**config.mk**
```make
export PLATFORM = sky130hd
export DESIGN_NAME = bmp_pixel_to_tricolor_planes
export DESIGN_NICKNAME = d
export VERILOG_FILES = /design/src/hw/rtl/bptp_pkg.sv /design/src/hw/rtl/bmp_pixel_to_tricolor_planes.sv
export SDC_FILE = /design/constraint.sdc
export NUM_CORES = 1
export LEC_CHECK = 0
export ABC_CLOCK_PERIOD_IN_PS = 23100
export BUFFER_PORTS_ARGS = -buffer_cell sky130_fd_sc_hd__buf_2
export CAP_MARGIN = 20
export CORE_MARGIN = 4
export CORE_UTILIZATION = 54
export CTS_CLUSTER_SIZE = 16
export DETAILED_ROUTE_END_ITERATION = 6
export PLACE_DENSITY = 0.7
export SLEW_MARGIN = 20
export SYNTH_ARGS = -nofsm -noshare
export SYNTH_HDL_FRONTEND = slang
export SYNTH_SLANG_ARGS = --single-unit
```
**constraint.sdc**
```tcl
create_clock -name clk -period 23.1 [get_ports clk]
set_input_delay 1.155 -clock clk [delete_from_list [all_inputs] [get_ports clk]]
set_output_delay 1.155 -clock clk [all_outputs]
set_load 0.02 [all_outputs]
```
**src/hw/rtl/bptp_pkg.sv**
```systemverilog
package bptp_pkg;

    // Configuration register indexes.
    localparam int CFG_INDEX_W = 2;
    localparam logic [CFG_INDEX_W-1:0] CFG_PIXEL_DEPTH = 2'd0;
    localparam logic [CFG_INDEX_W-1:0] CFG_GREEN_SIX   = 2'd1;
    localparam logic [CFG_INDEX_W-1:0] CFG_USE_COLOR   = 2'd2;
    localparam int CFG_DATA_W = 5;

    // Pixel depth codes and the reset depth.
    localparam logic [4:0] DEPTH_MONO   = 5'd1;
    localparam logic [4:0] DEPTH_NIBBLE = 5'd4;
    localparam logic [4:0] DEPTH_BYTE   = 5'd8;
    localparam logic [4:0] DEPTH_PACKED = 5'd16;
    localparam logic [4:0] DEPTH_RESET  = 5'd24;

    // Item kinds carried on tuser.
    localparam logic OP_PIXEL = 1'b0;
    localparam logic OP_LOAD  = 1'b1;

    // Classification thresholds.
    localparam logic [7:0] WHITE_LEVEL = 8'h80;
    localparam logic [9:0] WHITE_SUM   = 10'd384;
    localparam logic [7:0] COLOR_LEVEL = 8'hF0;
    localparam logic [7:0] PLANE_ONES  = 8'hFF;

    typedef struct packed {
        logic [7:0] r;
        logic [7:0] g;
        logic [7:0] b;
    } rgb_t;

    // Splits a pixel word into channels: direct 24-bit, or 555/565 packed.
    function automatic rgb_t decode_rgb(input logic [23:0] v, input logic packed16,
                                        input logic six);
        rgb_t c;
        if (!packed16) begin
            c.r = v[23:16];
            c.g = v[15:8];
            c.b = v[7:0];
        end else if (!six) begin
            c.b = {v[4:0], 3'b000};
            c.g = {v[9:8], v[7:5], 3'b000};
            c.r = {v[14:10], 3'b000};
        end else begin
            c.b = {v[4:0], 3'b000};
            c.g = {v[10:8], v[7:5], 2'b00};
            c.r = {v[15:11], 3'b000};
        end
        return c;
    endfunction

    // Per-channel test with color on, luminance sum test otherwise.
    function automatic logic is_whitish(input rgb_t c, input logic color);
        logic [9:0] sum;
        sum = 10'(c.r) + 10'(c.g) + 10'(c.b);
        if (color)
            return (c.r > WHITE_LEVEL) && (c.g > WHITE_LEVEL) && (c.b > WHITE_LEVEL);
        return sum > WHITE_SUM;
    endfunction

    function automatic logic is_colored(input rgb_t c);
        return (c.r > COLOR_LEVEL) || ((c.g > COLOR_LEVEL) && (c.b > COLOR_LEVEL));
    endfunction

endpackage

```
**src/hw/rtl/bmp_pixel_to_tricolor_planes.sv**
```systemverilog
// A pixel that closes a byte or a row shows its byte pair on the master side once the
// accepting edge has loaded the input stage and a later edge the result register.
// Throughput: one item per cycle unless m_tready stalls a full pipeline;
// the registered palette read sets the stage split.
// Reset: rst_n clears all control state at once and restores the configuration
// registers to depth 24, 555 layout, color on. Palette contents are undefined until loaded.
module bmp_pixel_to_tricolor_planes
    import bptp_pkg::*;
#(
    parameter int PALETTE_ENTRIES = 256
)
(
    input  logic                   clk,
    input  logic                   rst_n,
    // Configuration write port.
    input  logic                   cfg_we,
    input  logic [CFG_INDEX_W-1:0] cfg_index,
    input  logic [CFG_DATA_W-1:0]  cfg_data,
    // Input items.
    input  logic                   s_tvalid,
    output logic                   s_tready,
    input  logic [31:0]            s_tdata,   // pixel_value[23:0], entry_index[31:24]
    input  logic                   s_tuser,   // op
    input  logic                   s_tlast,   // row_end
    // Result items.
    output logic                   m_tvalid,
    input  logic                   m_tready,
    output logic [15:0]            m_tdata,   // black_plane_byte[7:0], color_plane_byte[15:8]
    output logic                   m_tlast    // last_of_row
);

    localparam int ADDR_W = (PALETTE_ENTRIES > 1) ? $clog2(PALETTE_ENTRIES) : 1;
    localparam logic [8:0] ENTRY_LIMIT = 9'(PALETTE_ENTRIES);

    // Configuration registers.
    logic [4:0] pixel_depth_reg;
    logic       green_six_reg;
    logic       use_color_reg;

    // Input stage.
    logic        s1_valid_reg;
    logic        s1_indexed_reg;
    logic        s1_in_range_reg;
    logic        s1_last_reg;
    logic [23:0] s1_value_reg;
    logic [1:0]  pal_rd_reg;

    // Packing state.
    logic [7:0] black_acc_reg, black_acc_next;
    logic [7:0] color_acc_reg, color_acc_next;
    logic [2:0] bit_pos_reg;

    // Result register.
    logic        out_valid_reg;
    logic [15:0] out_data_reg;
    logic        out_last_reg;

    // Palette flags, {whitish, colored} per entry.
    logic [1:0] palette_mem [PALETTE_ENTRIES];

    logic        color_on;
    logic        out_free;
    logic        s_accept;
    logic        pixel_accept;
    logic        load_accept;
    logic        indexed;
    logic [7:0]  pix_index;
    logic        pix_in_range;
    logic        load_in_range;
    rgb_t        load_rgb;
    rgb_t        pix_rgb;
    logic        whitish;
    logic        colored;
    logic [7:0]  bit_mask;
    logic        emit;

    assign color_on = use_color_reg && (pixel_depth_reg != DEPTH_MONO);

    // Handshake: the input stage moves when it is empty or the result register can take its item.
    assign out_free     = !out_valid_reg || m_tready;
    assign s_tready     = !s1_valid_reg || out_free;
    assign s_accept     = s_tvalid && s_tready;
    assign pixel_accept = s_accept && (s_tuser == OP_PIXEL);
    assign load_accept  = s_accept && (s_tuser == OP_LOAD);

    // Palette index decode for the indexed depths.
    always_comb
    begin
        indexed = 1'b1;
        unique case (pixel_depth_reg)
            DEPTH_MONO:   pix_index = {7'd0, s_tdata[0]};
            DEPTH_NIBBLE: pix_index = {4'd0, s_tdata[3:0]};
            DEPTH_BYTE:   pix_index = s_tdata[7:0];
            default:
            begin
                pix_index = s_tdata[7:0];
                indexed   = 1'b0;
            end
        endcase
    end

    assign pix_in_range  = {1'b0, pix_index} < ENTRY_LIMIT;
    assign load_in_range = {1'b0, s_tdata[31:24]} < ENTRY_LIMIT;
    assign load_rgb      = decode_rgb(s_tdata[23:0], 1'b0, 1'b0);

    // Palette memory: in-range loads write at accept, pixels read at accept into pal_rd_reg.
    always_ff @(posedge clk)
    begin
        if (load_accept && load_in_range)
        begin
            palette_mem[s_tdata[24 +: ADDR_W]] <=
                {is_whitish(load_rgb, color_on), is_colored(load_rgb)};
        end
        if (pixel_accept)
        begin
            pal_rd_reg <= palette_mem[pix_index[ADDR_W-1:0]];
        end
    end

    // Input stage payload.
    always_ff @(posedge clk)
    begin
        if (s_tready)
        begin
            s1_indexed_reg  <= indexed;
            s1_in_range_reg <= pix_in_range;
            s1_last_reg     <= s_tlast;
            s1_value_reg    <= s_tdata[23:0];
        end
    end

    // Classification of the staged pixel.
    assign pix_rgb = decode_rgb(s1_value_reg, pixel_depth_reg == DEPTH_PACKED, green_six_reg);

    always_comb
    begin
        if (s1_indexed_reg)
        begin
            whitish = s1_in_range_reg && pal_rd_reg[1];
            colored = s1_in_range_reg && pal_rd_reg[0];
        end
        else
        begin
            whitish = is_whitish(pix_rgb, color_on);
            colored = is_colored(pix_rgb);
        end
    end

    // Plane bit update, MSB first.
    assign bit_mask = 8'h80 >> bit_pos_reg;
    assign emit     = (bit_pos_reg == 3'd7) || s1_last_reg;

    always_comb
    begin
        black_acc_next = black_acc_reg;
        color_acc_next = color_acc_reg;
        if (!whitish)
        begin
            if (colored && color_on)
                color_acc_next = color_acc_reg & ~bit_mask;
            else
                black_acc_next = black_acc_reg & ~bit_mask;
        end
    end

    // Result payload is captured when a byte pair closes.
    always_ff @(posedge clk)
    begin
        if (out_free && s1_valid_reg && emit)
        begin
            out_data_reg <= {color_acc_next, black_acc_next};
            out_last_reg <= s1_last_reg;
        end
    end

    // Control state, accumulators and configuration.
    always_ff @(posedge clk or negedge rst_n)
    begin
        if (!rst_n)
        begin
            pixel_depth_reg <= DEPTH_RESET;
            green_six_reg   <= 1'b0;
            use_color_reg   <= 1'b1;
            s1_valid_reg    <= 1'b0;
            out_valid_reg   <= 1'b0;
            black_acc_reg   <= PLANE_ONES;
            color_acc_reg   <= PLANE_ONES;
            bit_pos_reg     <= 3'd0;
        end
        else
        begin
            if (cfg_we)
            begin
                unique case (cfg_index)
                    CFG_PIXEL_DEPTH: pixel_depth_reg <= cfg_data;
                    CFG_GREEN_SIX:   green_six_reg   <= cfg_data[0];
                    CFG_USE_COLOR:   use_color_reg   <= cfg_data[0];
                    default:         ;
                endcase
            end

            if (s_tready)
                s1_valid_reg <= pixel_accept;

            if (out_free)
                out_valid_reg <= s1_valid_reg && emit;

            if (out_free && s1_valid_reg)
            begin
                if (emit)
                begin
                    black_acc_reg <= PLANE_ONES;
                    color_acc_reg <= PLANE_ONES;
                    bit_pos_reg   <= 3'd0;
                end
                else
                begin
                    black_acc_reg <= black_acc_next;
                    color_acc_reg <= color_acc_next;
                    bit_pos_reg   <= bit_pos_reg + 3'd1;
                end
            end
        end
    end

    assign m_tvalid = out_valid_reg;
    assign m_tdata  = out_data_reg;
    assign m_tlast  = out_last_reg;

    // A pixel never clears the same bit in both planes.
    assert property (@(posedge clk) disable iff (!rst_n)
        (black_acc_reg | color_acc_reg) == PLANE_ONES)
        else $error("black and color planes both cleared at one position");

    // With color off, no pixel clears a color-plane bit.
    assert property (@(posedge clk) disable iff (!rst_n)
        !color_on |-> (color_acc_next == color_acc_reg))
        else $error("color plane written while color is disabled");

    // After a byte pair closes, packing restarts at the first bit with both planes all ones.
    assert property (@(posedge clk) disable iff (!rst_n)
        (out_free && s1_valid_reg && emit) |=>
            (bit_pos_reg == 3'd0 && black_acc_reg == PLANE_ONES &&
             color_acc_reg == PLANE_ONES))
        else $error("packing state not restarted after a byte pair");

    // A stalled result with a staged pixel behind it holds off new input.
    assert property (@(posedge clk) disable iff (!rst_n)
        (m_tvalid && !m_tready && s1_valid_reg) |-> !s_tready)
        else $error("input accepted while the pipeline is full");

endmodule

```
After elaboration in Yosys (flattened, before gate mapping)
Memories as Yosys holds them, arrays and structs flattened. A register that Yosys moved wholly into a read port is not among the register bits.
Index checks and enable logic that the tools add are counted.
{"block": "classes", "add_sub_neg": 5, "n_lt_le_gt_ge": 14, "eq_ne": 8, "shifts": 1, "n_mux": 23, "bitwise": 4, "n_reduce_logical": 26}
{"operator": "8-bit > comparator (second input constant)", "n": 12}
{"operator": "24-bit 2-to-1 mux", "n": 2}
{"operator": "8-bit 2-to-1 mux", "n": 6}
{"operator": "9-bit by 8-bit adder with 10-bit output", "n": 2}
{"operator": "10-bit by 9-bit > comparator with 1-bit output (second input constant)", "n": 2}
{"operator": "8-bit by 8-bit adder with 9-bit output", "n": 2}
{"operator": "8-bit AND", "n": 2}
{"operator": "8-bit one-hot mux with 2 select lines", "n": 1}
{"operator": "1-bit logical AND", "n": 14}
{"operator": "1-bit 2-to-1 mux", "n": 13}
{"operator": "8-bit NOT", "n": 1}
{"operator": "8-bit by 3-bit >> shifter with 8-bit output (first input constant)", "n": 1}
{"operator": "2-bit AND reduction", "n": 3}
{"operator": "5-bit by 1-bit equality test with 1-bit output (second input constant)", "n": 1}
{"operator": "5-bit by 3-bit equality test with 1-bit output (second input constant)", "n": 1}
{"operator": "5-bit by 4-bit equality test with 1-bit output (second input constant)", "n": 1}
{"operator": "5-bit equality test (second input constant)", "n": 1}
{"operator": "1-bit logical OR", "n": 5}
{"operator": "5-bit by 1-bit != test with 1-bit output (second input constant)", "n": 1}
{"operator": "3-bit by 1-bit adder with 3-bit output (second input constant)", "n": 1}
{"operator": "3-bit equality test (second input constant)", "n": 1}
{"operator": "3-bit 2-to-1 mux", "n": 1}
{"operator": "3-bit OR reduction", "n": 1}
{"operator": "2-bit by 1-bit equality test with 1-bit output (second input constant)", "n": 1}
{"operator": "other kinds (4)", "n": 5}
{"block": "totals", "ff_bits": 71, "ramBits": 512, "inputBits": 46, "output_inout_bits": 19, "word_cells": 95, "mem_count": 1}
{"memory": "palette_mem", "words": 256, "width": 2, "read_ports": 1, "rd_ports_with_merged_regs": 1, "write_ports": 1, "line": "bmp_pixel_to_tricolor_planes.sv:59", "source": "logic [1:0] palette_mem [PALETTE_ENTRIES];"}

Logic depth before layout (Yosys ltp)
Gate-level depths: netlist of the first run.
{"block": "depth", "ltp_word": 10, "mapped_depth": 19, "depth_no_buf": 15}

Worst setup path before layout of the first run
Ideal clock, no wire load.
{"block": "synth_path", "path_kind": "input to register", "start": "in s_tdata[21]", "end": "mem palette_mem[0][0] (data pin)", "setup_ns": 2.187, "arrival_ns": 11.161, "required_time_ns": 20.913, "slack_ns": 9.752, "cell_stages": 2, "path_cell_list": "nand4_1 -> o21ai_0"}
{"block": "synth_between", "elab_chain_cells": 2}
{"item": "from (decl)", "line": "bmp_pixel_to_tricolor_planes.sv:22", "source": "input logic [31:0] s_tdata,"}
{"item": "8-bit > comparator", "line": "bptp_pkg.sv:63", "source": "return (c.r > COLOR_LEVEL) || ((c.g > COLOR_LEVEL) && (c.b > COLOR_LEVEL));"}
{"item": "1-bit logical OR", "line": "bptp_pkg.sv:63"}
{"item": "to (decl)", "line": "bmp_pixel_to_tricolor_planes.sv:59"}
Every way passes these cells.

Final worst setup path of the first run
{"block": "layout_path", "start": "reg pixel_depth_reg[4]", "end": "reg out_data_reg[5] (netlist: m_tdata[5]) (data pin)"}
{"block": "layout_between", "elab_chain_cells": 9, "elab_cells_between_ends": 26, "cone_classes": "add/sub (2); order compare (7); eq/ne (2); mux (9); reduce/logical (6)"}
{"item": "from (decl)", "line": "bmp_pixel_to_tricolor_planes.sv:36", "source": "logic [4:0] pixel_depth_reg;"}
{"item": "from (signal assigned)", "line": "bmp_pixel_to_tricolor_planes.sv:195", "source": "CFG_PIXEL_DEPTH: pixel_depth_reg <= cfg_data;"}
{"item": "parallel branches: the longest is 8 deep, another holds 9-bit by 8-bit adder with 10-bit output"}
{"item": "8-bit 2-to-1 mux (*)", "line": "bmp_pixel_to_tricolor_planes.sv:157", "source": "if (!whitish)"}
{"item": "via black_acc_next[5]", "line": "bmp_pixel_to_tricolor_planes.sv:49", "source": "logic [7:0] black_acc_reg, black_acc_next;"}
{"item": "to (signal assigned)", "line": "bmp_pixel_to_tricolor_planes.sv:171", "source": "out_data_reg <= {color_acc_next, black_acc_next};"}
{"item": "to (decl)", "line": "bmp_pixel_to_tricolor_planes.sv:55", "source": "logic [15:0] out_data_reg;"}
Mark *: on every way through the listed nets, which the timed path passes. The select of a mux whose other input is x is not followed.
A chain may end at the register's enable or synchronous reset.

==> results of run 1 <==
[worst max-delay path: stages, from the launching register on]
cell      delay, ns
dfstp_2        0.57
nor4b_1        0.71
nand2_1        0.57
o21ai_0        0.45
fa_1           0.52
fa_1           0.44
a211oi_1       0.29
o21bai_1       0.13
a21oi_1        0.20
nor2_1         0.08
or2_2          0.27
a32oi_1        0.41
o22ai_1        0.28
clkbuf_4       0.27
o31a_1         0.31
[cell usage after synthesis, types with 27 or more instances]
master,n,area [µm²]
a21oi_1,98,490
a31oi_1,31,194
buf_1,27,101
clkbuf_1,90,338
edfxtp_1,557,16700
inv_1,51,191
mux2i_1,92,921
nand2_1,212,796
nand3_1,33,165
nor2_1,300,1130
nor3_1,42,210
o21ai_0,61,305
o22ai_1,47,294
[metal layers]
metal / up-vias / wire length, µm
met5: - / 31
met4: 4 / 3700
met3: 224 / 8560
met2: 1218 / 35500
met1: 9046 / 27700
li1: 7841 / -
[kinds of logic (layout without fill, tap and decap cells)]
logic type,count (synthesis),count (layout),share of synthesized area (%)
AO/OA/AOI/OAI,416,416,10.6
other,0,1,0
adder cells (fa/ha/maj),38,38,2.34
multiplexers,125,125,5.46
flip-flops,585,585,66.8
XOR/XNOR,7,7,0.235
buffers and inverters,184,274,2.79
AND/OR/NAND/NOR,701,701,11.8
[metrics by stage]
step                      setup WS [ns]  cells  total power [W]  hold slack, ns  cell area, µm²
after floorplan                    9.75   2056          0.00149           0.445           26100
after global placement            17.43   2650          0.00160           0.490           27200
after global routing              17.01   2761          0.00258           0.521           29000
final                             17.35   2762          0.00250           0.499           29000
after CTS                         17.27   2759          0.00250           0.504           29000
after detailed placement          17.29   2650          0.00160           0.493           27200
[where the power goes]
| group | leakage, nW | switching (W) | internal (W) |
|---|---|---|---|
| clock network | 0.878 | 0.000400 | 0.000507 |
| logic | 3.46 | 0.000254 | 0.000102 |
| registers | 4.87 | 0.0000153 | 0.00122 |
[layout make-up]
class | count | area, µm²
diodes | 1 | 2.50
clock buffers | 85 | 1610
clock inverters | 24 | 196
fillers | 3660 | 18700
inverters | 52 | 195
multi-input cells | 1287 | 8060
flip-flops and latches | 585 | 17500
well taps | 615 | 769
repair buffers | 113 | 723
[path summary, 6_finish.rpt]
check                                                      end  slack [ns]  depth (start not counted)
max in group asynchronous       pixel_depth_reg[2]$_DFFE_PN0P_       22.12                          1
worst min register to register    color_acc_reg[0]$_DFFE_PN1P_        0.50                          1
worst max-delay path                      m_tdata[5]$_DFFE_PP_       17.35                         14
worst min-delay path              color_acc_reg[0]$_DFFE_PN1P_        0.50                          1
min in group asynchronous             s1_valid_reg$_DFFE_PN0N_        0.55                          1
worst max register to register            m_tdata[5]$_DFFE_PP_       17.35                         14
==> impl_metrics.ini, run 1 <==
[setup_path]
crit_path_end_kind = flip-flop
path_class = flip-flop to flip-flop
rr_startpoint = pixel_depth_reg[4]$_DFFE_PN1P_
critPathRequiredTime_ns = 23.48
timing.critical_path.from = pixel_depth_reg[4]$_DFFE_PN1P_
worstPathMaxFanout = 20
cp-start-kind = flip-flop
crit_arrival_ns = 6.13

[timing]
finalClockSkew_ns = 0.0353
max_freq_mhz = 174
fin_crit_ns = 5.75
rsz0062_at_grt = false
max_slew_margin_pct = 15.3
final.setup.tns_ns = 0
setup_viol = 0
worst_pin_slew_ns = 1.27
post-route-period-util_pct = 24.9
finalHoldViolCount = 0
finalMaxSlewViolations = 0

[final_layout]
most-common-layout-cells = edfxtp_1 (557), nor2_1 (300), nand2_1 (212), a21oi_1 (93), mux2i_1 (92)
largest_reg_flops = 512
final_util_pct = 60.8
area_delta_synth_final_pct = 11.0
final_common_cell = edfxtp_1
nets = 2182
drive_above_1_share_pct = 12.6

[synth]
synthDistinctLibCells = 79
ys.flop_type = edfxtp_1
syn_area_mm2 = 0.0261
avgSynthCellArea_um2 = 12.7
ys_seq_elements = 585
yosysSeqAreaShare_pct = 66.8
synth_cells = 2056
synth_edf_count = 557
ys_warn_count = 0
async_flop_share_pct = 4.79
synth_nets = 2140

[floorplanning]
core-area_mm2 = 0.0477
ios = 65
die_area_mm2 = 0.0520
initial_utilization_pct = 54.7
dieWidth_um = 228
die_y_um = 228
rows = 80

[job]
maxCapViolations = 0

[outcome]
violations = design-rule violations
status = finished, violations left

[pwr]
p_leak_nw = 9.21
ir_worst_vdd_v = 0.0000721
cellPowerDensity_mw_per_mm2 = 86.2

[routing]
drtIter0Drc = 2584
ant_nets = 0
post_drt_wl_per_cell_um = 27.3
wirelength_um = 75500
post-route-drc-count = 1
viasPerCell = 6.64
vias = 18333
drt_first_pass_iters = 7

[global_routing]
top_usage_layer = met2
grt_pass1_wl_um = 112000
grt_antenna_before_repair = 2
grt-ovfl-total = 0
grt_use_met2_pct = 45.4
track_usage_pct = 28.2
grt_pass1_vias = 18137
grt_max_degree = 257
gr-usage-met3_pct = 6.25
met1_usage_pct = 37.3

[placed_design]
dp_hpwl_um = 43700
port-buffer-count = 64
finalWeightedCongestion = 0.900

[min_path]
hold_class = flip-flop to flip-flop
min_from = color_acc_reg[0]$_DFFE_PN1P_

[clocking]
cts_hold_buf = 0
cts_tree = done
cts_root_buffer = clkbuf_16
cts.path.max_buffers = 3
post_cts_buffers = 0
clkLatencyLatePin_ns = 0.64
cts_resized = 0
clk_pin_slew_ns = 0.06
cts_buffers = 59
clock_sinks = 585
htreeDepth = 2
No activity file was read; power rests on OpenSTA's default activity.
==> inputs of run 2 (changes only) <==
Settings changed: ABC_CLOCK_PERIOD_IN_PS 23100 to 5500.
Clock period 23.1 ns to 5.5 ns, I/O delays scaled along.
==> run 2 against run 1 <==
Effect of this change:
- the flow now finishes without violations
- design area rose by 1.7%
- worst setup slack worse by 17 ns
- clock skew shrank 0.023 ns
- fmax is 16% higher
- clock power rose to 4.3 times the previous value
- global-route usage is 0.62 points higher
- critical path depth is the same
- sequential share of layout area decreased by 1.0 points
==> impl_metrics.ini, run 2 (synthesis results as in run 1) <==
[outcome]
status = complete, no violations

[floorplanning]
core-area_mm2 = 0.0477
dieWidth_um = 228
ios = 65
die_y_um = 228
die_area_mm2 = 0.0520
initial_utilization_pct = 54.7
rows = 80

[pwr]
power_w = 0.0107
cellPowerDensity_mw_per_mm2 = 362
ir_worst_vdd_v = 0.000299
pwr-share-comb_pct = 14.5
p_leak_nw = 9.45
p_int_w = 0.00785
p_clk_share_pct = 36.8
p_sw_w = 0.00282
switching_share_pct = 26.4
seq_power_share_pct = 48.7

[setup_path]
r2r_slack_ns = 0.54
crit_arrival_ns = 5.33
cp-endpoint = m_tdata[6]$_DFFE_PP_
r2r_cells = 14
rr_startpoint = pixel_depth_reg[4]$_DFFE_PN1P_
r2r-end = m_tdata[6]$_DFFE_PP_
path_class = flip-flop to flip-flop
path_cells = or4b_4, a2111oi_0, or2_2, fa_1, inv_1, ha_1, a21o_1, a221o_1, a31oi_1, or2_2, o21ai_0, a32oi_1, o22ai_2, o31a_1
max_stage_delay_ns = 0.59
timing.critical_path.from = pixel_depth_reg[4]$_DFFE_PN1P_
crit_cells = 14
cpMaxStageDelayCell = or4b_4
cp_common_cell = or2_2
crit_path_end_kind = flip-flop
worst-path-buf-inv = 1
worstPathMaxFanout = 15
cp-start-kind = flip-flop
crit_family = compound AO/OA/AOI/OAI gates
critPathRequiredTime_ns = 5.86

[final_layout]
drive_above_1_share_pct = 13.3
regArea_mm2 = 0.0175
fill_cells = 3650
nets = 2218
most-common-layout-cells = edfxtp_1 (557), nor2_1 (300), nand2_1 (212), a21oi_1 (94), mux2i_1 (92)
final_common_cell = edfxtp_1
multi_input_area_mm2 = 0.00807
area_delta_synth_final_pct = 13.0
largest_reg_flops = 512

[routing]
vias = 18476
post_drt_wl_per_cell_um = 27.4
viasPerCell = 6.61
drtIter0Drc = 2836
ant_nets = 0
drt_first_pass_iters = 6
wirelength_um = 76600
post-route-drc-count = 0

[job]
maxCapViolations = 0

[global_routing]
track_usage_pct = 28.9
grt_antenna_before_repair = 2
grt_pass1_vias = 18236
grt-ovfl-total = 0
grt_max_degree = 257
grt_pass1_wl_um = 114000

[clocking]
cts.path.max_buffers = 3
cts_root_buffer = clkbuf_16
cts_tree = done
htreeDepth = 2
clk_pin_slew_ns = 0.06
cts_buffers = 59
cts_resized = 0
clkLatencyLatePin_ns = 0.62
clock_sinks = 585

[timing]
worst_pin_slew_ns = 1.33
finalMaxSlewViolations = 0
finalClockSkew_ns = 0.0125
finalHoldViolCount = 0
whs_ns = 0.0303
rsz0062_at_grt = false
post-route-period-util_pct = 90.2
final.setup.tns_ns = 0
fin_crit_ns = 4.96
max_freq_mhz = 202
max_slew_margin_pct = 11.1
setup_viol = 0

[placed_design]
port-buffer-count = 64
finalWeightedCongestion = 0.926
dp_hpwl_um = 45300

[min_path]
hold_class = primary input to flip-flop
run 2: changes by cell type in the layout (fill, tap and decap cells not counted), sizes merged:
cell	before	now
clkinvlp	1	5
dlygate4sd3	0	27
buf	112	122
clkbuf	86	71
clkinv	20	27
inv	53	52
bufinv	2	5
run 2: power groups by stage:
stage                     clock network, W  logic [W]  registers, W
after global routing               0.00415    0.00165       0.00520
after detailed placement                 0    0.00149       0.00528
after global placement                   0    0.00147       0.00528
after CTS                          0.00396    0.00151       0.00519
after floorplan                          0   0.000923       0.00529
final                              0.00393    0.00155       0.00520
run 2: layer usage:
layer / GRT usage, % / share of wire, % / vias up
li1: - / - / 7925
met1: 38.7 / 37 / 9057
met2: 45.0 / 46 / 1222
met3: 6.95 / 12 / 270
met4: 13.9 / 5.3 / 2
met5: 0 / 0.013 / -
run 2: metrics by stage:
| step | cells | instance area, µm² | util (%) | worst slack (ns) |
|---|---|---|---|---|
| after global placement | 2661 | 27400 | 57.3 | 0.562 |
| after floorplan | 2056 | 26200 | - | 0.00137 |
| final | 2797 | 29500 | 61.8 | 0.537 |
| after global routing | 2796 | 29500 | 61.8 | 0.281 |
| after CTS | 2796 | 29500 | 61.8 | 0.483 |
| after detailed placement | 2661 | 27400 | 57.3 | 0.511 |
run 2: worst min-delay path by stage:
stage                     startpoint                          to  slack [ns]  cells past startpoint
after CTS                     cfg_we   use_color_reg$_DFFE_PN1P_       0.007                      3
after floorplan                rst_n  bit_pos_reg[0]$_DFFE_PN0P_       -0.02                      0
final                         cfg_we   use_color_reg$_DFFE_PN1P_        0.03                      3
after global placement         rst_n  bit_pos_reg[0]$_DFFE_PN0P_        0.33                      1
after global routing      s_tdata[6]   s1_value_reg[6]$_DFFE_PN_        0.02                      1
after detailed placement       rst_n  bit_pos_reg[0]$_DFFE_PN0P_        0.33                      1
run 2: worst register-to-register path: cells and delay by family (launching register included):
family          cells  cell delay [ns]
simple gates        3             0.99
buf+inv             1             0.07
compound gates      8             2.43
fa+ha+maj           2             0.67
flops               1             0.57
run 2: cell type report:
type	instances	share of cell area, %
flip-flops and latches	585	59.1
multi-input cells	1287	27.3
clock buffers	71	5.30
repair buffers	149	3.91
well taps	615	2.61
clock inverters	37	1.06
inverters	52	0.661
diodes	1	0.00848
run 2: what timing repair did:
item | 4_1_cts | 5_1_grt
endpoints found under the hold margin | 36 | 0
buffers inserted | 0 | 0
hold buffers | 27 | 0
endpoints found under the setup margin | 0 | 0
